### src/design/wpn_pkg.sv
// Shared constants, codes, control word type and microcode for the noise generator.
package wpn_pkg;

	localparam int SAMPLE_BITS_DEF = 24;
	localparam int ACC_BITS_DEF    = 40;
	localparam int GEN_BITS        = 32;
	localparam int ACC_FRAC        = 24;
	localparam int COEF_FRAC       = 30;
	localparam int COEF_BITS       = 31;

	localparam logic [GEN_BITS-1:0] SEED_FALLBACK = 32'h1234_5678;

	// configuration register indexes
	localparam int CFG_IDX_BITS = 2;
	localparam logic [CFG_IDX_BITS-1:0] CFG_MODE = 2'd0;
	localparam logic [CFG_IDX_BITS-1:0] CFG_SEED = 2'd1;

	// coefficient selects
	localparam logic [2:0] CF_SLOW_POLE = 3'd0;
	localparam logic [2:0] CF_SLOW_IN   = 3'd1;
	localparam logic [2:0] CF_MID_POLE  = 3'd2;
	localparam logic [2:0] CF_MID_IN    = 3'd3;
	localparam logic [2:0] CF_FAST_POLE = 3'd4;
	localparam logic [2:0] CF_FAST_IN   = 3'd5;
	localparam logic [2:0] CF_DIRECT    = 3'd6;
	localparam logic [2:0] CF_GAIN      = 3'd7;

	// multiplier operand selects
	localparam logic [2:0] OPD_SLOW = 3'd0;
	localparam logic [2:0] OPD_MID  = 3'd1;
	localparam logic [2:0] OPD_FAST = 3'd2;
	localparam logic [2:0] OPD_W    = 3'd3;
	localparam logic [2:0] OPD_SUM  = 3'd4;

	// retire operations, applied to the product issued by an earlier step
	localparam logic [2:0] RET_NONE      = 3'd0;
	localparam logic [2:0] RET_LOAD_T    = 3'd1;
	localparam logic [2:0] RET_SAT_SLOW  = 3'd2;
	localparam logic [2:0] RET_SAT_MID   = 3'd3;
	localparam logic [2:0] RET_SAT_FAST  = 3'd4;
	localparam logic [2:0] RET_SUM       = 3'd5;
	localparam logic [2:0] RET_OUT_PINK  = 3'd6;
	localparam logic [2:0] RET_OUT_WHITE = 3'd7;

	localparam int PC_BITS = 4;
	localparam logic [PC_BITS-1:0] PC_WHITE = 4'd13;

	typedef struct packed {
		logic       jmp_white;
		logic       issue;
		logic [2:0] opnd;
		logic [2:0] coef;
		logic [2:0] ret;
		logic       done;
	} ctrl_t;

	function automatic logic [COEF_BITS-1:0] coef_rom(input logic [2:0] sel);
		logic [COEF_BITS-1:0] c;
		case (sel)
			CF_SLOW_POLE: c = 31'd1071218531;
			CF_SLOW_IN:   c = 31'd106349833;
			CF_MID_POLE:  c = 31'd1034013377;
			CF_MID_IN:    c = 31'd318382060;
			CF_FAST_POLE: c = 31'd612032840;
			CF_FAST_IN:   c = 31'd1130318677;
			CF_DIRECT:    c = 31'd198427489;
			CF_GAIN:      c = 31'd193273528;
			default:      c = '0;
		endcase
		return c;
	endfunction

	function automatic ctrl_t cw(input logic jw, input logic iss, input logic [2:0] opnd,
			input logic [2:0] coef, input logic [2:0] ret, input logic done);
		ctrl_t w;
		w.jmp_white = jw;
		w.issue     = iss;
		w.opnd      = opnd;
		w.coef      = coef;
		w.ret       = ret;
		w.done      = done;
		return w;
	endfunction

	// program: filters pole-then-input, sum, gain; white mode branches out at step 0
	function automatic ctrl_t prog(input logic [PC_BITS-1:0] pc);
		ctrl_t w;
		case (pc)
			4'd0:  w = cw(1'b1, 1'b0, OPD_W,    CF_SLOW_POLE, RET_NONE,      1'b0);
			4'd1:  w = cw(1'b0, 1'b1, OPD_SLOW, CF_SLOW_POLE, RET_NONE,      1'b0);
			4'd2:  w = cw(1'b0, 1'b1, OPD_W,    CF_SLOW_IN,   RET_NONE,      1'b0);
			4'd3:  w = cw(1'b0, 1'b1, OPD_MID,  CF_MID_POLE,  RET_LOAD_T,    1'b0);
			4'd4:  w = cw(1'b0, 1'b1, OPD_W,    CF_MID_IN,    RET_SAT_SLOW,  1'b0);
			4'd5:  w = cw(1'b0, 1'b1, OPD_FAST, CF_FAST_POLE, RET_LOAD_T,    1'b0);
			4'd6:  w = cw(1'b0, 1'b1, OPD_W,    CF_FAST_IN,   RET_SAT_MID,   1'b0);
			4'd7:  w = cw(1'b0, 1'b1, OPD_W,    CF_DIRECT,    RET_LOAD_T,    1'b0);
			4'd8:  w = cw(1'b0, 1'b0, OPD_W,    CF_DIRECT,    RET_SAT_FAST,  1'b0);
			4'd9:  w = cw(1'b0, 1'b0, OPD_W,    CF_DIRECT,    RET_SUM,       1'b0);
			4'd10: w = cw(1'b0, 1'b1, OPD_SUM,  CF_GAIN,      RET_NONE,      1'b0);
			4'd11: w = cw(1'b0, 1'b0, OPD_SUM,  CF_GAIN,      RET_NONE,      1'b0);
			4'd12: w = cw(1'b0, 1'b0, OPD_SUM,  CF_GAIN,      RET_OUT_PINK,  1'b1);
			4'd13: w = cw(1'b0, 1'b0, OPD_W,    CF_GAIN,      RET_OUT_WHITE, 1'b1);
			default: w = cw(1'b0, 1'b0, OPD_W,  CF_GAIN,      RET_NONE,      1'b1);
		endcase
		return w;
	endfunction

endpackage

### src/design/wpn_cmul.sv
// Two-stage sign-magnitude coefficient multiplier, truncating toward zero.
module wpn_cmul #(
	parameter int ACC_BITS = wpn_pkg::ACC_BITS_DEF,
	localparam int OP_W  = ACC_BITS + 2,
	localparam int RES_W = OP_W + wpn_pkg::COEF_BITS - wpn_pkg::COEF_FRAC + 2
) (
	input  logic                              clk,
	input  logic                              arst_n,
	input  logic                              issue,
	input  logic signed [OP_W-1:0]            opnd,
	input  logic [wpn_pkg::COEF_BITS-1:0]     coef,
	output logic                              res_valid,
	output logic signed [RES_W-1:0]           res
);
	import wpn_pkg::*;

	localparam int HI_BITS  = OP_W - ACC_FRAC;
	localparam int PH_W     = HI_BITS + COEF_BITS;
	localparam int PL_W     = ACC_FRAC + COEF_BITS;
	localparam int HI_SHIFT = COEF_FRAC - ACC_FRAC;
	localparam int RW       = PH_W - HI_SHIFT + 1;

	logic [OP_W-1:0]  mag;
	logic             neg;
	logic [PH_W-1:0]  ph_s1;
	logic [PL_W-1:0]  pl_s1;
	logic             neg_s1;
	logic             v_s1;
	logic [PL_W:0]    low_sum;
	logic [RW-1:0]    r;
	logic             v_s2;
	logic signed [RES_W-1:0] res_s2;

	assign neg = opnd[OP_W-1];
	assign mag = neg ? (~opnd + 1'b1) : opnd;

	always_ff @(posedge clk) begin
		if (issue) begin
			ph_s1  <= PH_W'(mag[OP_W-1:ACC_FRAC]) * PH_W'(coef);
			pl_s1  <= PL_W'(mag[ACC_FRAC-1:0]) * PL_W'(coef);
			neg_s1 <= neg;
		end
	end

	// floor(m*c / 2^30) from the split products
	assign low_sum = {1'b0, pl_s1} + (PL_W+1)'({ph_s1[HI_SHIFT-1:0], {ACC_FRAC{1'b0}}});
	assign r = RW'(ph_s1 >> HI_SHIFT) + RW'(low_sum >> COEF_FRAC);

	always_ff @(posedge clk) begin
		if (v_s1)
			res_s2 <= neg_s1 ? -$signed({1'b0, r}) : $signed({1'b0, r});
	end

	always_ff @(posedge clk or negedge arst_n) begin
		if (!arst_n) begin
			v_s1 <= 1'b0;
			v_s2 <= 1'b0;
		end else begin
			v_s1 <= issue;
			v_s2 <= v_s1;
		end
	end

	assign res_valid = v_s2;
	assign res       = res_s2;

endmodule

### src/design/white_pink_noise_generator.sv
// Each accepted item runs the microcode program, and its word is registered on the done step.
// One item at a time: white mode runs steps 0 and 13; pink mode runs steps 0 to 12,
// stepping eight products through the one two-stage multiplier.
// A finished word waits in the output register while the next item is taken.
// Reset: mode white, seed 0x12345678, generator loaded with the seed, filters cleared.
module white_pink_noise_generator #(
	parameter int SAMPLE_BITS = wpn_pkg::SAMPLE_BITS_DEF,
	parameter int ACC_BITS    = wpn_pkg::ACC_BITS_DEF
) (
	input  logic                                clk,
	input  logic                                arst_n,
	input  logic                                item_valid,
	output logic                                item_stall,
	input  logic                                restart,
	output logic                                result_valid,
	input  logic                                result_stall,
	output logic signed [SAMPLE_BITS-1:0]       sample,
	input  logic                                cfg_valid,
	output logic                                cfg_ready,
	input  logic [wpn_pkg::CFG_IDX_BITS-1:0]    cfg_index,
	input  logic [wpn_pkg::GEN_BITS-1:0]        cfg_data
);
	import wpn_pkg::*;

	localparam int OP_W  = ACC_BITS + 2;
	localparam int RES_W = OP_W + COEF_BITS - COEF_FRAC + 2;
	localparam int W_W   = GEN_BITS - (31 - ACC_FRAC);
	localparam int DROP  = (SAMPLE_BITS - 1 <= ACC_FRAC) ? ACC_FRAC - (SAMPLE_BITS - 1) : 0;
	localparam int ADD   = (SAMPLE_BITS - 1 > ACC_FRAC) ? (SAMPLE_BITS - 1) - ACC_FRAC : 0;
	localparam int SC_W  = RES_W + ADD;

	logic                     mode_q;
	logic [GEN_BITS-1:0]      seed_q;
	logic [GEN_BITS-1:0]      gen_q;
	logic signed [ACC_BITS-1:0] slow_q, mid_q, fast_q;
	logic signed [RES_W-1:0]  t_q;
	logic signed [OP_W-1:0]   sum_q;
	logic                     busy_q;
	logic [PC_BITS-1:0]       pc_q;
	logic                     result_valid_q;
	logic signed [SAMPLE_BITS-1:0] sample_q;

	ctrl_t                    word;
	logic                     accept, cfg_wr, out_free, advance;
	logic [GEN_BITS-1:0]      seed_eff, gen_src, x1, x2, x3, gen_next, wr_seed_eff;
	logic signed [W_W-1:0]    w;
	logic                     mul_issue, mul_valid;
	logic signed [OP_W-1:0]   mul_opnd;
	logic signed [RES_W-1:0]  mul_res;
	logic signed [RES_W:0]    sat_in, acc_max, acc_min;
	logic signed [ACC_BITS-1:0] sat_val;
	logic signed [OP_W-1:0]   sum_d;
	logic signed [SC_W-1:0]   p_ext, scaled, smax, smin;
	logic signed [SAMPLE_BITS-1:0] pink_val, white_val, out_val;

	assign word     = prog(pc_q);
	assign accept   = item_valid && !item_stall;
	assign cfg_wr   = cfg_valid && cfg_ready;
	assign out_free = !result_valid_q || !result_stall;
	assign advance  = busy_q && (!word.done || out_free);

	assign item_stall   = busy_q;
	// register writes only while idle and no item is on offer
	assign cfg_ready    = !busy_q && !item_valid;
	assign result_valid = result_valid_q;
	assign sample       = sample_q;

	// xorshift 13/17/5 with zero fallback
	assign seed_eff    = (seed_q == '0) ? SEED_FALLBACK : seed_q;
	assign wr_seed_eff = (cfg_data == '0) ? SEED_FALLBACK : cfg_data;
	assign gen_src     = restart ? seed_eff : gen_q;
	assign x1          = gen_src ^ (gen_src << 13);
	assign x2          = x1 ^ (x1 >> 17);
	assign x3          = x2 ^ (x2 << 5);
	assign gen_next    = (x3 == '0) ? SEED_FALLBACK : x3;

	assign w = $signed(gen_q[GEN_BITS-1 -: W_W]);

	assign mul_issue = busy_q && word.issue;

	always_comb begin
		case (word.opnd)
			OPD_SLOW: mul_opnd = OP_W'(slow_q);
			OPD_MID:  mul_opnd = OP_W'(mid_q);
			OPD_FAST: mul_opnd = OP_W'(fast_q);
			OPD_W:    mul_opnd = OP_W'(w);
			OPD_SUM:  mul_opnd = sum_q;
			default:  mul_opnd = '0;
		endcase
	end

	wpn_cmul #(.ACC_BITS(ACC_BITS)) u_cmul (
		.clk       (clk),
		.arst_n    (arst_n),
		.issue     (mul_issue),
		.opnd      (mul_opnd),
		.coef      (coef_rom(word.coef)),
		.res_valid (mul_valid),
		.res       (mul_res)
	);

	// pole term plus input term, clamped to the accumulator range
	assign sat_in  = (RES_W+1)'(t_q) + (RES_W+1)'(mul_res);
	assign acc_max = {{(RES_W+2-ACC_BITS){1'b0}}, {(ACC_BITS-1){1'b1}}};
	assign acc_min = ~acc_max;
	assign sat_val = (sat_in > acc_max) ? acc_max[ACC_BITS-1:0] :
			(sat_in < acc_min) ? acc_min[ACC_BITS-1:0] : sat_in[ACC_BITS-1:0];

	assign sum_d = OP_W'(slow_q) + OP_W'(mid_q) + OP_W'(fast_q) + $signed(mul_res[OP_W-1:0]);

	assign p_ext    = SC_W'(mul_res);
	assign scaled   = (p_ext >>> DROP) <<< ADD;
	assign smax     = {{(SC_W-SAMPLE_BITS+1){1'b0}}, {(SAMPLE_BITS-1){1'b1}}};
	assign smin     = ~smax;
	assign pink_val = (scaled > smax) ? smax[SAMPLE_BITS-1:0] :
			(scaled < smin) ? smin[SAMPLE_BITS-1:0] : scaled[SAMPLE_BITS-1:0];
	assign white_val = $signed(gen_q[GEN_BITS-1 -: SAMPLE_BITS]);
	assign out_val   = (word.ret == RET_OUT_PINK) ? pink_val : white_val;

	always_ff @(posedge clk or negedge arst_n) begin
		if (!arst_n) begin
			mode_q         <= 1'b0;
			seed_q         <= SEED_FALLBACK;
			gen_q          <= SEED_FALLBACK;
			slow_q         <= '0;
			mid_q          <= '0;
			fast_q         <= '0;
			busy_q         <= 1'b0;
			pc_q           <= '0;
			result_valid_q <= 1'b0;
		end else begin
			// a new word may replace one taken at the same edge
			if (advance && word.done)
				result_valid_q <= 1'b1;
			else if (result_valid_q && !result_stall)
				result_valid_q <= 1'b0;
			if (cfg_wr) begin
				case (cfg_index)
					CFG_MODE: mode_q <= cfg_data[0];
					CFG_SEED: begin
						seed_q <= cfg_data;
						gen_q  <= wr_seed_eff;
						slow_q <= '0;
						mid_q  <= '0;
						fast_q <= '0;
					end
					default: ;
				endcase
			end else if (accept) begin
				busy_q <= 1'b1;
				pc_q   <= '0;
				gen_q  <= gen_next;
				if (restart) begin
					slow_q <= '0;
					mid_q  <= '0;
					fast_q <= '0;
				end
			end else if (advance) begin
				case (word.ret)
					RET_SAT_SLOW: slow_q <= sat_val;
					RET_SAT_MID:  mid_q  <= sat_val;
					RET_SAT_FAST: fast_q <= sat_val;
					default: ;
				endcase
				if (word.jmp_white && !mode_q) begin
					pc_q <= PC_WHITE;
				end else if (word.done) begin
					busy_q <= 1'b0;
				end else begin
					pc_q <= pc_q + 1'b1;
				end
			end
		end
	end

	always_ff @(posedge clk) begin
		if (advance && word.ret == RET_LOAD_T)
			t_q <= mul_res;
		if (advance && word.ret == RET_SUM)
			sum_q <= sum_d;
		if (advance && word.done)
			sample_q <= out_val;
	end

	// a product issued by the microcode comes back through the v_s1 and v_s2 valid registers
	a_mul_latency: assert property (@(posedge clk) disable iff (!arst_n)
		mul_issue |-> ##2 mul_valid)
		else $error("multiplier result not back two cycles after issue");

	// every retire step that loads, saturates or sums a product finds one waiting
	a_retire_has_product: assert property (@(posedge clk) disable iff (!arst_n)
		(busy_q && (word.ret == RET_LOAD_T || word.ret == RET_SAT_SLOW ||
			word.ret == RET_SAT_MID || word.ret == RET_SAT_FAST ||
			word.ret == RET_SUM)) |-> mul_valid)
		else $error("retire step without a multiplier result");

	// a new word appears only from a completing done step
	a_word_from_done: assert property (@(posedge clk) disable iff (!arst_n)
		$rose(result_valid_q) |-> $past(busy_q && word.done))
		else $error("result word raised outside a done step");

	// a step short of the last never raises a word
	a_no_accept_busy: assert property (@(posedge clk) disable iff (!arst_n)
		(busy_q && !word.done) |=> !$rose(result_valid_q) || !busy_q)
		else $error("word delivered while the program was mid-way");

endmodule
### config.mk
export PLATFORM = sky130hd
export DESIGN_NAME = white_pink_noise_generator
export DESIGN_NICKNAME = d
export VERILOG_FILES = /design/src/design/wpn_pkg.sv /design/src/design/wpn_cmul.sv /design/src/design/white_pink_noise_generator.sv
export SDC_FILE = /design/constraint.sdc
export NUM_CORES = 2
export LEC_CHECK = 0
export ABC_AREA = 1
export BUFFER_PORTS_ARGS = -buffer_cell sky130_fd_sc_hd__clkbuf_2
export CORE_ASPECT_RATIO = 1.1
export CORE_MARGIN = 1
export CORE_UTILIZATION = 55
export DETAILED_ROUTE_END_ITERATION = 7
export GPL_ROUTABILITY_DRIVEN = 0
export HOLD_SLACK_MARGIN = 0.12
export PLACE_DENSITY = 0.78
export RECOVER_POWER = 50
export SLEW_MARGIN = 20
export SYNTH_ARGS = -nofsm -noshare
export SYNTH_HDL_FRONTEND = slang
export SYNTH_SLANG_ARGS = --single-unit
### constraint.sdc
create_clock -name clk -period 23.9 [get_ports clk]
set_input_delay 3.585 -clock clk [delete_from_list [all_inputs] [get_ports clk]]
set_output_delay 3.585 -clock clk [all_outputs]
set_load 0.01 [all_outputs]
==> results.md <==
- Synthesis produced a netlist whose cell count is 9081.
- In this run the vertical extent of the chip is 382.3 µm.
- The post-detailed-route via-to-cell ratio is 6.083.
- The transition time of the tightest slew-check pin is roughly 4300 ps.
- Among the stages of the critical path, the cell type that occurs most often is fa_1.
- The final reports fail on design-rule violations, max-capacitance violations, max-slew violations.
- The launch instance of the worst min-delay path is gen_q[3].
- The cell at the root of the clock tree is clkbuf_16.
- The remaining number of nets flagged by the antenna check after routing is 0.
- Row generation in the floorplan step produced between 100 and 150 rows.
- The path with the worst hold slack has its endpoint at gen_q[3].
- The initial antenna violation count came to 11.
- Setup repair after global routing left no endpoint under its margin.
- Subtracting the final worst setup slack from the clock period gives 12860 ps.
- The number of endpoints with negative hold slack in the final report is 0.
- The final global-route overflow total is 0.
- Summing the sequential cell areas from Yosys gives approximately 17% of the chip area.
- The prevailing post-synth register cell is edfxtp_1.
- The final critical path takes up between 50% and 60% of the cycle.
- In this run the post-CTS setup repair buffer count came out at 0.
- Global routing used between 30% and 40% of the available tracks.
- After filler insertion, the fill cell instance count of the layout stands at roughly 11k.
- The clock sink count is roughly 430.
- The netlist uses 71 different library cells.
- The number of clock buffers added by TritonCTS is 51.
- The count of final max-slew check failures is 403.
- The delay of the slowest cell on the worst path is approximately 1300 ps.
- In the final design database the tool counted around 11k nets.
- The register bit count reported by yosys is approximately 430.
- The flip-flop and latch area is roughly 12000 µm².
- The worst endpoint required time is approximately 24000 ps.
- For this run, the detailed router's first-pass iteration total came to 8.
- The die outline width is around 350 µm.
- Summed over all failing endpoints, the final setup total negative slack is 0 ps.
- The total via count after detailed routing is 65.26k.
- After clock tree synthesis, the flow added hold-fix buffers numbering 0.
- In this run the register-to-register setup slack is 11040 ps.
- In the final layout, the multi-input gates occupy ~52000 µm².
- The half-perimeter wire length of the detailed placement result is approximately 200 mm.
- For this design, the slowest cell found on the critical path is nand2_2.
- In this run, synthesis inferred about 240 flip-flops with an integrated enable.
- The area growth from synthesis to layout is 4.917%.
- The maximum root-to-sink buffer count is 3.
- The top achievable clock speed is 77.78 MHz.
- The core area is ~130000 µm².
- The clock transition at the registers of the reported paths is approximately 70 ps.
- The largest net degree at the start of global routing is around 110.
- Summed over all layers, the routed wires come to between 200 and 300 mm.
- The post-cts repair resize count is 0.
- The max-cap check violation count is 8.
- The worst setup path is launched from a flop.
- The die outline area is around 130000 µm².
- The gate family responsible for the most delay along the worst path is adder cells.
- The worst setup path is captured at a flop.
- Clock latency on the worst-skew pair, taken at its later pin, is ~700 ps.
- The clock tree synthesis step divided the H-tree into 2 levels.
- For this run, asynchronously set or reset flops after synthesis account for between 40% and 50%.
- The number of global-route vias before repair was roughly 66k.
- The post-synthesis instance area is between 70000 and 80000 µm².
- After detailed routing, the average wire length per cell comes to about 24 µm.
- The highest fanout seen on the critical path is 36.
- The fraction of final layout cells sized beyond drive strength 1 is 5.404%.
- The classification of the worst setup path is flop to flop.
- Data arrives at the worst endpoint at ~13000 ps.
- The count of port buffers added during placement is 66.
- In this run the critical register-to-register path is launched from pc_q[3].
- The number of stages on the worst hold path is 2.
- The kind of path behind the tightest hold check is flop to flop.
- The residual DRC count is 3.
- The buffering stage count on the worst path with inverters included is 6.
- The worst clock skew is a little under 60 ps.
- The first-iteration detailed-routing DRC count is approximately 8.4k.
- The post-synthesis area per instance is between 7 and 8 µm².
- The max-slew headroom at the worst pin is -186.5%.
- Setup violations remaining at the end of the flow were counted as 0.
- The number of warning messages in the yosys log is 0.
- The first global-routing pass estimated just under 400 mm of wire.
- TritonCTS built the clock tree.
- The I/O pin count is 67.
- The initial utilization of the core area, before any placement, comes to between 50 and 60%.
- The flow ran to the end, but the final reports show violations.
- For the worst flop-to-flop path, the logic depth is 29.
- The endpoint of the worst register-to-register path is u_cmul.pl_s1[52].
through the flow:
step	area (µm²)	utilization, %	hold WS, ps	instances	setup slack [ps]
floorplan	72310	-	444.4	9085	15220
global placement	74050	56.77	454.1	10630	12520
detailed placement	74050	56.77	457.2	10630	12350
CTS	75880	58.17	469.5	10720	12260
global route	75840	58.14	485.2	10720	11120
finish	75850	58.15	469.9	10730	11040
layer usage:
metal	part of all wire (%)	GRT usage, %	wire (µm)
met4	10	30.91	26430
met1	32	44.31	82720
met5	0.13	1.312	342
met2	42	57.67	107500
met3	16	17.24	40580
registers in the layout, summed over array words and instances, names as in the netlist:
| register | count |
|---|---|
| fast_q | 40 |
| gen_q | 32 |
| item_stall | 1 |
| mid_q | 40 |
| mode_q | 1 |
| pc_q | 4 |
| result_valid | 1 |
| sample | 24 |
| seed_q | 32 |
| slow_q | 40 |
| sum_q | 42 |
| t_q | 45 |
| u_cmul.neg_s1 | 1 |
| u_cmul.ph_s1 | 49 |
| u_cmul.pl_s1 | 31 |
| u_cmul.res | 45 |
| u_cmul.v_s1 | 1 |
placed cells by master, fill, tap and decap left out, types with 14 or more instances in the layout:
master / count
xnor2_1: 100
ha_1: 432
a21o_1: 20
nand2_4: 18
nor4_1: 24
nor3_2: 26
nand2_2: 49
nand4_1: 66
a31oi_1: 37
o22ai_1: 16
clkinv_1: 19
nor3_1: 39
nor2_1: 846
inv_1: 1829
buf_4: 74
nor2_4: 21
nor2_2: 37
fa_1: 1182
inv_2: 38
a21oi_1: 408
o21a_1: 26
clkbuf_2: 64
nand2_1: 2134
dfrtp_1: 166
dfstp_2: 26
nand3_1: 389
xor2_1: 156
clkbuf_16: 54
o21ai_0: 302
o21bai_1: 14
edfxtp_1: 237
cells by family (layout without fill, tap and decap cells):
| kind of cell | Yosys count | count (layout) | share of synthesized area, % |
|---|---|---|---|
| AND/OR/NAND/NOR | 3689 | 3689 | 21.40 |
| buffers and inverters | 2181 | 2127 | 11.79 |
| adder cells (fa/ha/maj) | 1614 | 1614 | 40.21 |
| AO/OA/AOI/OAI | 909 | 909 | 6.914 |
| flip-flops | 429 | 429 | 16.53 |
| XOR/XNOR | 257 | 257 | 3.139 |
| other | 2 | 10 | 0.01039 |
area by class of cell:
cell class | count | area share, %
Sequential cell | 429 | 15.76
Tap cell | 1692 | 2.791
Inverter | 1886 | 9.355
Clock buffer | 58 | 1.828
Timing Repair Buffer | 146 | 1.194
Multi-Input combinational cell | 6475 | 68.48
Clock inverter | 37 | 0.5773
Antenna cell | 4 | 0.01320
Yosys cell counts, types with 24 or more instances:
library cell | number | area [µm²]
o21a_1 | 26 | 195.2
a31oi_1 | 37 | 231.5
nand3_1 | 389 | 1947
o21ai_0 | 304 | 1521
nand4_1 | 66 | 412.9
nor3_1 | 39 | 195.2
dfrtp_1 | 166 | 4154
a21oi_1 | 409 | 2047
buf_2 | 61 | 305.3
edfxtp_1 | 237 | 7117
inv_2 | 33 | 123.9
nor2_1 | 854 | 3206
inv_1 | 1834 | 6884
nor4_1 | 24 | 150.1
nand2_2 | 45 | 281.5
dfstp_2 | 26 | 683.2
nor3_2 | 26 | 260.3
xor2_1 | 156 | 1366
nand2_1 | 2138 | 8025
clkbuf_1 | 184 | 690.7
xnor2_1 | 100 | 875.8
nor2_2 | 31 | 193.9
ha_1 | 432 | 5405
fa_1 | 1182 | 23660
worst max-delay path by stage:
stage | to | slack (ps) | startpoint | cells after the start
after CTS | u_cmul.pl_s1[52] | 12260 | pc_q[1] | 30
after floorplan | u_cmul.pl_s1[52] | 15220 | pc_q[1] | 42
after detailed placement | u_cmul.pl_s1[52] | 12350 | pc_q[1] | 30
after global routing | u_cmul.pl_s1[52] | 11120 | pc_q[3] | 29
after global placement | u_cmul.pl_s1[52] | 12520 | pc_q[1] | 33
final | u_cmul.pl_s1[52] | 11040 | pc_q[3] | 29
worst min-delay path, delay by kind of cell (launching register included):
| family | cells | cell delay, ps |
|---|---|---|
| flops | 1 | 370 |
| simple gates | 2 | 100 |
Power is left out: the tool's default activity adds up to more than one toggle a clock period on the data nets, which glitch-free logic cannot reach.
